==> src/sv/sdi_pkg.sv <==
// sdi_pkg: beat types and mode codes for the sample delta integrator.
// No dependencies; used by every file under sv/.
package sdi_pkg;

	// Mode register codes
	localparam logic [3:0] MODE_BYTE_SINGLE   = 4'd0;
	localparam logic [3:0] MODE_BYTE_DOUBLE   = 4'd1;
	localparam logic [3:0] MODE_MONO_SINGLE   = 4'd2;
	localparam logic [3:0] MODE_MONO_DOUBLE   = 4'd3;
	localparam logic [3:0] MODE_STEREO_SINGLE = 4'd10;
	localparam logic [3:0] MODE_STEREO_DOUBLE = 4'd11;

	localparam int WORD_W = 16;
	localparam int MODE_W = 4;

	// Input beat
	typedef struct packed {
		logic [WORD_W-1:0] data_word;
		logic              first_word;
		logic              tail_word;
	} sdi_in_t;

	// Result beat
	typedef struct packed {
		logic [WORD_W-1:0] out_word;
		logic              mode_error;
	} sdi_out_t;

endpackage

==> src/sv/sdi_core.sv <==
// sdi_core: integrator state and the single-pass decode of one beat.
// Depends on sdi_pkg.
module sdi_core (
	input  logic                      clk,
	input  logic                      arst_n,
	input  logic                      fire,
	input  sdi_pkg::sdi_in_t          item,
	input  logic [sdi_pkg::MODE_W-1:0] mode,
	output sdi_pkg::sdi_out_t         result
);

	logic [1:0][15:0] first_sum_q;
	logic [1:0][15:0] second_sum_q;
	logic             toggle_q;

	logic [1:0][15:0] first_eff, second_eff, first_nxt, second_nxt;
	logic             toggle_eff, toggle_nxt;
	logic             mode_ok, dbl, is_byte, is_stereo, ch;
	logic [7:0]       hb, lb, s1_hi, s2_hi, s1_lo, s2_lo;
	logic [15:0]      fw, sw, w;

	// Mode decode
	always_comb begin
		unique case (mode)
			sdi_pkg::MODE_BYTE_SINGLE, sdi_pkg::MODE_BYTE_DOUBLE,
			sdi_pkg::MODE_MONO_SINGLE, sdi_pkg::MODE_MONO_DOUBLE,
			sdi_pkg::MODE_STEREO_SINGLE, sdi_pkg::MODE_STEREO_DOUBLE: mode_ok = 1'b1;
			default: mode_ok = 1'b0;
		endcase
	end

	assign dbl       = mode[0];
	assign is_byte   = (mode == sdi_pkg::MODE_BYTE_SINGLE) ||
	                   (mode == sdi_pkg::MODE_BYTE_DOUBLE);
	assign is_stereo = (mode == sdi_pkg::MODE_STEREO_SINGLE) ||
	                   (mode == sdi_pkg::MODE_STEREO_DOUBLE);

	// First word of a buffer sees cleared sums
	assign first_eff  = item.first_word ? '0 : first_sum_q;
	assign second_eff = item.first_word ? '0 : second_sum_q;
	assign toggle_eff = item.first_word ? 1'b0 : toggle_q;
	assign ch         = is_stereo & toggle_eff;

	assign w  = item.data_word;
	assign hb = w[15:8];
	assign lb = w[7:0];

	// Byte path: high byte then low byte through the cascade
	assign s1_hi = first_eff[0][7:0] + hb;
	assign s2_hi = second_eff[0][7:0] + s1_hi;
	assign s1_lo = s1_hi + lb;
	assign s2_lo = s2_hi + s1_lo;

	// Word path on the selected channel
	assign fw = first_eff[ch] + w;
	assign sw = second_eff[ch] + fw;

	// Result and next state
	always_comb begin
		first_nxt       = first_eff;
		second_nxt      = second_eff;
		toggle_nxt      = toggle_eff;
		result.out_word = w;
		result.mode_error = ~mode_ok;
		if (mode_ok && !item.tail_word) begin
			if (is_byte) begin
				first_nxt[0] = {8'h00, s1_lo};
				if (dbl) begin
					second_nxt[0]   = {8'h00, s2_lo};
					result.out_word = {s2_hi, s2_lo};
				end else begin
					result.out_word = {s1_hi, s1_lo};
				end
			end else begin
				first_nxt[ch] = fw;
				if (dbl) begin
					second_nxt[ch]  = sw;
					result.out_word = sw;
				end else begin
					result.out_word = fw;
				end
				if (is_stereo) begin
					toggle_nxt = ~toggle_eff;
				end
			end
		end
	end

	// State registers
	always_ff @(posedge clk or negedge arst_n) begin
		if (!arst_n) begin
			first_sum_q  <= '0;
			second_sum_q <= '0;
			toggle_q     <= 1'b0;
		end else if (fire) begin
			first_sum_q  <= first_nxt;
			second_sum_q <= second_nxt;
			toggle_q     <= toggle_nxt;
		end
	end

endmodule

==> src/sv/sample_delta_integrator.sv <==
// sample_delta_integrator: top level, input register, result register, mode register.
// Depends on sdi_pkg and sdi_core.
//
//  channel | direction | handshake          | payload
//  in      | input     | in_valid/in_stall  | sdi_in_t  (data_word, first_word, tail_word)
//  out     | output    | out_valid/out_stall| sdi_out_t (out_word, mode_error)
//  cfg     | input     | cfg_wr_en          | cfg_wr_data (mode, 4 bits)
//
// One beat per cycle sustained while out_stall stays low; an accepted beat passes from the input
// register to the result register, where out_valid offers it.
// The decode of one beat is a chain of at most four short adders between the
// input register and the result register, and the sums update in the same cycle.
// Reset clears the sums, the channel toggle, the mode and both valid flags.
// in_stall rises only while both registers are full and out_stall is high.
module sample_delta_integrator (
	input  logic                       clk,
	input  logic                       arst_n,
	input  logic                       in_valid,
	output logic                       in_stall,
	input  sdi_pkg::sdi_in_t           in_data,
	output logic                       out_valid,
	input  logic                       out_stall,
	output sdi_pkg::sdi_out_t          out_data,
	input  logic                       cfg_wr_en,
	input  logic [sdi_pkg::MODE_W-1:0] cfg_wr_data
);

	logic                       valid_s1, valid_s2, advance, fire;
	sdi_pkg::sdi_in_t           item_s1;
	sdi_pkg::sdi_out_t          res_s2, res_comb;
	logic [sdi_pkg::MODE_W-1:0] mode_q;

	// Pipeline moves when the result register is free or being taken
	assign advance  = !valid_s2 || !out_stall;
	assign fire     = valid_s1 && advance;
	assign in_stall = valid_s1 && !advance;

	// Mode register
	always_ff @(posedge clk or negedge arst_n) begin
		if (!arst_n) begin
			mode_q <= sdi_pkg::MODE_BYTE_SINGLE;
		end else if (cfg_wr_en) begin
			mode_q <= cfg_wr_data;
		end
	end

	// Input register
	always_ff @(posedge clk or negedge arst_n) begin
		if (!arst_n) begin
			valid_s1 <= 1'b0;
		end else if (advance || !valid_s1) begin
			valid_s1 <= in_valid;
		end
	end

	always_ff @(posedge clk) begin
		if (in_valid && !in_stall) begin
			item_s1 <= in_data;
		end
	end

	sdi_core u_core (
		.clk    (clk),
		.arst_n (arst_n),
		.fire   (fire),
		.item   (item_s1),
		.mode   (mode_q),
		.result (res_comb)
	);

	// Result register
	always_ff @(posedge clk or negedge arst_n) begin
		if (!arst_n) begin
			valid_s2 <= 1'b0;
		end else if (advance) begin
			valid_s2 <= valid_s1;
		end
	end

	always_ff @(posedge clk) begin
		if (fire) begin
			res_s2 <= res_comb;
		end
	end

	assign out_valid = valid_s2;
	assign out_data  = res_s2;

endmodule

==> config.mk <==
export PLATFORM = sky130hd
export DESIGN_NAME = sample_delta_integrator
export DESIGN_NICKNAME = d
export VERILOG_FILES = /design/src/sv/sdi_pkg.sv /design/src/sv/sdi_core.sv /design/src/sv/sample_delta_integrator.sv
export SDC_FILE = /design/constraint.sdc
export NUM_CORES = 1
export LEC_CHECK = 0
export BUFFER_PORTS_ARGS = -buffer_cell sky130_fd_sc_hd__clkbuf_2
export CAP_MARGIN = 5
export CORE_AREA = 5 5 147 149
export DETAILED_ROUTE_END_ITERATION = 12
export DIE_AREA = 0 0 152 154
export SYNTH_ARGS = -nofsm -noshare
export SYNTH_HDL_FRONTEND = slang
export SYNTH_SLANG_ARGS = --single-unit
==> constraint.sdc <==
create_clock -name clk -period 17.33 [get_ports clk]
set_input_delay 4.3325 -clock clk [delete_from_list [all_inputs] [get_ports clk]]
set_output_delay 4.3325 -clock clk [all_outputs]
set_load 0.1 [all_outputs]
==> results of run 1 <==
-- logic make-up after synthesis --
| group | Yosys count | synth area share (%) |
|---|---|---|
| and+or+nand+nor | 255 | 14.8 |
| DFF | 106 | 36.0 |
| buffers and inverters | 70 | 3.94 |
| AOI/OAI and AO/OA | 251 | 21.3 |
| adders and majority gates | 69 | 11.6 |
| xor gates and xnor gates | 49 | 5.83 |
| muxes | 45 | 6.47 |
-- flip-flops by register name, indices dropped and copies added (netlist names) --
name                 cells
valid_s1                 1
item_s1                 18
u_core.second_sum_q     32
out_valid                1
u_core.first_sum_q      32
mode_q                   4
out_data                17
u_core.toggle_q          1
-- area by class of cell --
type,count,area share (%)
Clock buffer,9,2.61
Clock inverter,7,1.06
Inverter,30,1.31
Multi-Input combinational cell,669,54.8
Sequential cell,106,32.8
Tap cell,270,3.92
Timing Repair Buffer,55,3.51
-- where the power goes --
part / switching, uW / leakage, uW / internal (uW)
Sequential: 19.9 / 0.00130 / 286
Clock: 99.5 / 0.000156 / 127
Combinational: 320 / 0.00229 / 193
Total: 440 / 0.00374 / 606
-- metal layers --
layer | global-route usage, % | part of all wire [%] | vias to the layer above
li1 | - | - | 3130
met1 | 27.1 | 47 | 3204
met4 | 5.82 | 2.4 | 2
met3 | 4.75 | 6.1 | 32
met2 | 31.4 | 45 | 198
met5 | 0 | 0.056 | -
-- cell usage in the layout, fill, tap and decap left out, types with 4 or more instances in the layout --
master,netlist,routed
a211oi_1,5,5
a21boi_0,4,4
a21o_1,10,10
a21oi_1,55,55
a22o_1,37,37
a31oi_1,8,8
and2_1,6,6
and3_1,5,5
buf_4,1,11
clkbuf_16,0,9
clkbuf_2,0,44
dfrtp_1,71,71
edfxtp_1,35,35
fa_1,6,6
ha_1,63,62
inv_1,30,30
mux2_2,6,6
mux2i_1,35,35
mux4_2,4,4
nand2_1,74,74
nand2b_1,14,14
nand3_1,12,12
nor2_1,94,94
nor2b_1,21,21
nor3_1,13,12
o211ai_1,7,7
o21a_1,8,8
o21ai_0,66,65
o21bai_1,8,8
o22ai_1,4,4
xnor2_1,31,31
xor2_1,16,16
-- final timing paths --
kind / endpoint / slack (ns)
max in group asynchronous: u_core.first_sum_q[31]$_DFFE_PN0P_ / 12.57
min in group asynchronous: u_core.toggle_q$_DFFE_PN0P_ / 4.11
min: u_core.first_sum_q[28]$_DFFE_PN0P_ / 0.48
max reg2reg: out_data[16]$_DFFE_PP_ / 10.97
max: in_stall / 7.96
min reg2reg: u_core.first_sum_q[28]$_DFFE_PN0P_ / 0.48
-- through the flow --
| step | hold WS [ns] | instances | setup slack (ns) | total power [uW] |
|---|---|---|---|---|
| 2_1_floorplan | 0.448 | 845 | 7.94 | 692 |
| 3_3_place_gp | 0.461 | 1130 | 7.97 | 813 |
| 3_5_place_dp | 0.471 | 1130 | 7.96 | 818 |
| 4_1_cts | 0.487 | 1146 | 7.96 | 1050 |
| 5_1_grt | 0.513 | 1146 | 7.89 | 1110 |
| 6_report | 0.485 | 1146 | 7.96 | 1050 |
-- worst max-delay path: stages --
cell and delay [ns]:
clkbuf_2 0.09, nand3_1 0.10, inv_1 0.07, clkbuf_2 0.45
==> out/metrics.cfg, run 1 <==
[run_status]
status=finished, final reports clean

[sta]
worst_pin_slew_ns=1.16
rsz0062_at_grt=no
slew_viol_final=0
finalCritPeriodShare_pct=54.1
max_slew_margin_pct=22.0
finalSetupViolations=0
hold_viol=0
period_minus_slack_ns=9.37
finalClockSkew_ns=0.00978
fin_tns_setup_ns=0
fmax_mhz=107

[cells_and_area]
antenna_cells=0
area_growth_pct=9.78
fin_util_pct=43.0
drive_above_1_share_pct=11.4
nets=967
regArea_sq_um=2830
n_fill_cell=2023
post-route-cell-area_sq_um=8620
multi_input_area_sq_um=4720

[floorplan]
die_w_um=152
pin_count=46
start_util_pct=39.2
die_area_sq_um=23400
rows=52
die_h_um=154
core_area_sq_um=20000

[yosys]
synth_area_leaders=dfrtp_1, edfxtp_1, ha_1, nor2_1, mux2i_1
synth_common_cells=nor2_1, nand2_1, dfrtp_1
ys_warn_count=0
synth_edf_count=35
ys_seq_area_share_pct=36.0
synth_cell_types=71
synth_top_area_share_pct=22.6
syn_area_per_cell_sq_um=9.29
synth-seq-cells=106
syn_inst=845
synth_area_leader_cell=dfrtp_1
synth.most_common_cell=nor2_1
ys_async_sr_fraction_pct=67.0
synth-main-ff-cell=dfrtp_1
syn_area_sq_um=7850
syn_nets=941

[global_routing]
grt_util_all_layers_pct=19.8
grt_pass1_wl_um=36500
grt_max_degree=72
grt_pass1_vias=6317
antenna_found_initial=1
overflow=0

[routing]
routed_via_density=5.73
first_pass_iters=5
finalWirelength_um=23400
postRouteAntennaNets=0
via_count=6566
drt_iter0_drc=556
wire_per_inst_um=20.4
drc_errors=0

[placement]
gp_congestion=0.894
dpl.hpwl_um=16800
numPortBuffers=45
placed_area_sq_um=8310

[clock_network]
post_cts_resize_count=0
cts-root-buf=clkbuf_16
clock_path_buffers=2
cts_setup_buffers=0
cts_max_level=3
clock_latency_ns=0.36
cts_hold_buf=0
cts_buffers=9
cts_tree=done
cts_sinks=106
clkSlewWorstSetupHoldPaths_ns=0.07

[worst_hold_path]
min_path_type=flip-flop to flip-flop
holdPathStages=2
hold_path_startpoint=u_core.first_sum_q[28]$_DFFE_PN0P_

[setup_path]
endpoint_kind=output pin
reg2reg_depth=24
cp.required_ns=13.00
critical_path.max_fanout=3
crit_arrival_ns=5.04
reg2reg_from=item_s1[1]$_DFFE_PP_
path_class=input pin to output pin
crit_start=out_stall
startpoint_type=input pin

[power]
powerDensity_nw_per_um2=121
cellLeakagePower_uw=0.00374
peakVddDrop_uv=60.0

[job]
drv_cap=0

Power figures use the tool's default switching activity.
==> run 2, diff against run 1 <==
==> constraint.sdc (replaced) <==
create_clock -name clk -period 9.7 [get_ports clk]
set_input_delay 2.425 -clock clk [delete_from_list [all_inputs] [get_ports clk]]
set_output_delay 2.425 -clock clk [all_outputs]
set_load 0.1 [all_outputs]
==> run 2 against run 1 <==
Die area unchanged. Sequential power up 78%. Design area hardly changed. Core utilization hardly changed. Register-to-register slack lost 7.0 ns. Sequential share of layout area barely moved. Cell count did not move. Worst hold slack improved by 0.0012 ns.
==> out/metrics.cfg, run 2 (synthesis gave the netlist of run 1 again) <==
[run_status]
status=finished, final reports clean

[floorplan]
start_util_pct=39.2
die_area_sq_um=23400
rows=52
core_area_sq_um=20000
pin_count=46
die_w_um=152
die_h_um=154

[routing]
first_pass_iters=7
routed_via_density=5.75
postRouteAntennaNets=0
wire_per_inst_um=20.8
drt_iter0_drc=712
finalWirelength_um=23800
via_count=6595
drc_errors=0

[global_routing]
grt_pass1_vias=6543
grt_pass1_wl_um=38000
overflow=0
grt_util_all_layers_pct=20.5
grt_max_degree=72
antenna_found_initial=0

[clock_network]
cts_setup_buffers=0
cts_buffers=9
cts_tree=done
cts_hold_buf=0
post_cts_resize_count=0
clock_path_buffers=2
cts_max_level=3
cts_sinks=106
cts-root-buf=clkbuf_16
clock_latency_ns=0.37
clkSlewWorstSetupHoldPaths_ns=0.08

[worst_hold_path]
min_path_type=flip-flop to flip-flop
holdPathStages=2

[sta]
finalSetupViolations=0
hold_viol=0
fin_tns_setup_ns=0
rsz0062_at_grt=no
finalClockSkew_ns=0.00938
period_minus_slack_ns=5.73
slew_viol_final=0
max_slew_margin_pct=25.5
worst_slack_ns=3.97
fmax_mhz=174
finalCritPeriodShare_pct=59.1
worst_pin_slew_ns=1.11

[job]
drv_cap=0

[cells_and_area]
area_growth_pct=9.70
drive_above_1_share_pct=11.6
antenna_cells=0
nets=967
layout_commonest_cell=nor2_1
n_fill_cell=2029
post-route-cell-area_sq_um=8620
top_regs=u_core.first_sum_q (32), u_core.second_sum_q (32), item_s1 (18)
mostFrequentLayoutCells=nor2_1, nand2_1, dfrtp_1

[placement]
gp_congestion=0.893
numPortBuffers=45
dpl_worst_slack_ns=4.09
placed_area_sq_um=8310
dpl.hpwl_um=17200

[setup_path]
crit_arrival_ns=5.95
reg2reg_depth=22
startpoint_type=flip-flop
cp.required_ns=9.91
critical_path.max_fanout=43
path_class=flip-flop to flip-flop
endpoint_kind=flip-flop

[power]
powerDensity_nw_per_um2=215
cellLeakagePower_uw=0.00374
peakVddDrop_uv=91.2

[run 2: layout make-up]
type	instances	area (sq um)	area share, %
flip-flops and latches	106	2830	32.8
multi-input cells	669	4730	54.9
clock buffers	9	225	2.61
inverters	30	113	1.31
well taps	270	338	3.92
repair buffers	55	303	3.51
clock inverters	7	77.6	0.900
[run 2: worst max-delay path, cell delays in order (launching register included)]
cell and delay (ns):
edfxtp_1 0.36, buf_4 0.25, nor2b_1 0.16, ha_2 0.32
buf_4 0.61, mux2i_1 0.26, nor2_1 0.06, ha_1 0.37
o21a_1 0.18, o31ai_2 0.09, a21oi_1 0.18, o21a_1 0.14
nor2_1 0.05, xnor2_1 0.54, ha_1 0.42, a21oi_1 0.21
a2bb2oi_1 0.26, a31oi_1 0.17, o21a_1 0.20, nor2_1 0.10
xnor3_2 0.28, o2bb2ai_2 0.14, a31oi_2 0.17
[run 2: layer usage]
| metal | part of all wire [%] | global-route usage (%) | vias to the layer above | wire length [um] |
|---|---|---|---|---|
| met5 | 0 | 0 | - | 0 |
| met4 | 2.4 | 6.12 | 0 | 578 |
| met3 | 7.1 | 3.85 | 42 | 1690 |
| met2 | 45 | 32.6 | 257 | 10700 |
| met1 | 45 | 28.6 | 3173 | 10800 |
| li1 | - | - | 3123 | - |
[run 2: through the flow]
step	utilization, %	cells	power [uW]	hold WS [ns]
2_1_floorplan	-	845	1240	0.448
3_3_place_gp	41.5	1130	1450	0.468
3_5_place_dp	41.5	1130	1460	0.468
4_1_cts	43.0	1146	1850	0.488
5_1_grt	43.0	1146	1970	0.520
6_report	43.0	1146	1850	0.486
[run 2: path summary, 6_finish.rpt]
kind                                                     from                                   to  slack (ns)
hold / removal             u_core.first_sum_q[30]$_DFFE_PN0P_   u_core.first_sum_q[30]$_DFFE_PN0P_        0.49
hold reg to reg            u_core.first_sum_q[30]$_DFFE_PN0P_   u_core.first_sum_q[30]$_DFFE_PN0P_        0.49
setup reg to reg                         item_s1[1]$_DFFE_PP_               out_data[16]$_DFFE_PP_        3.97
max in group asynchronous                              arst_n  u_core.second_sum_q[15]$_DFFE_PN0P_        6.84
setup / recovery                         item_s1[1]$_DFFE_PP_               out_data[16]$_DFFE_PP_        3.97
min in group asynchronous                              arst_n                mode_q[2]$_DFFE_PN0P_        2.20
[run 2: where the power goes]
group / internal [uW] / switching [uW]
Combinational: 345 / 573
Sequential: 511 / 34.1
Clock: 203 / 186
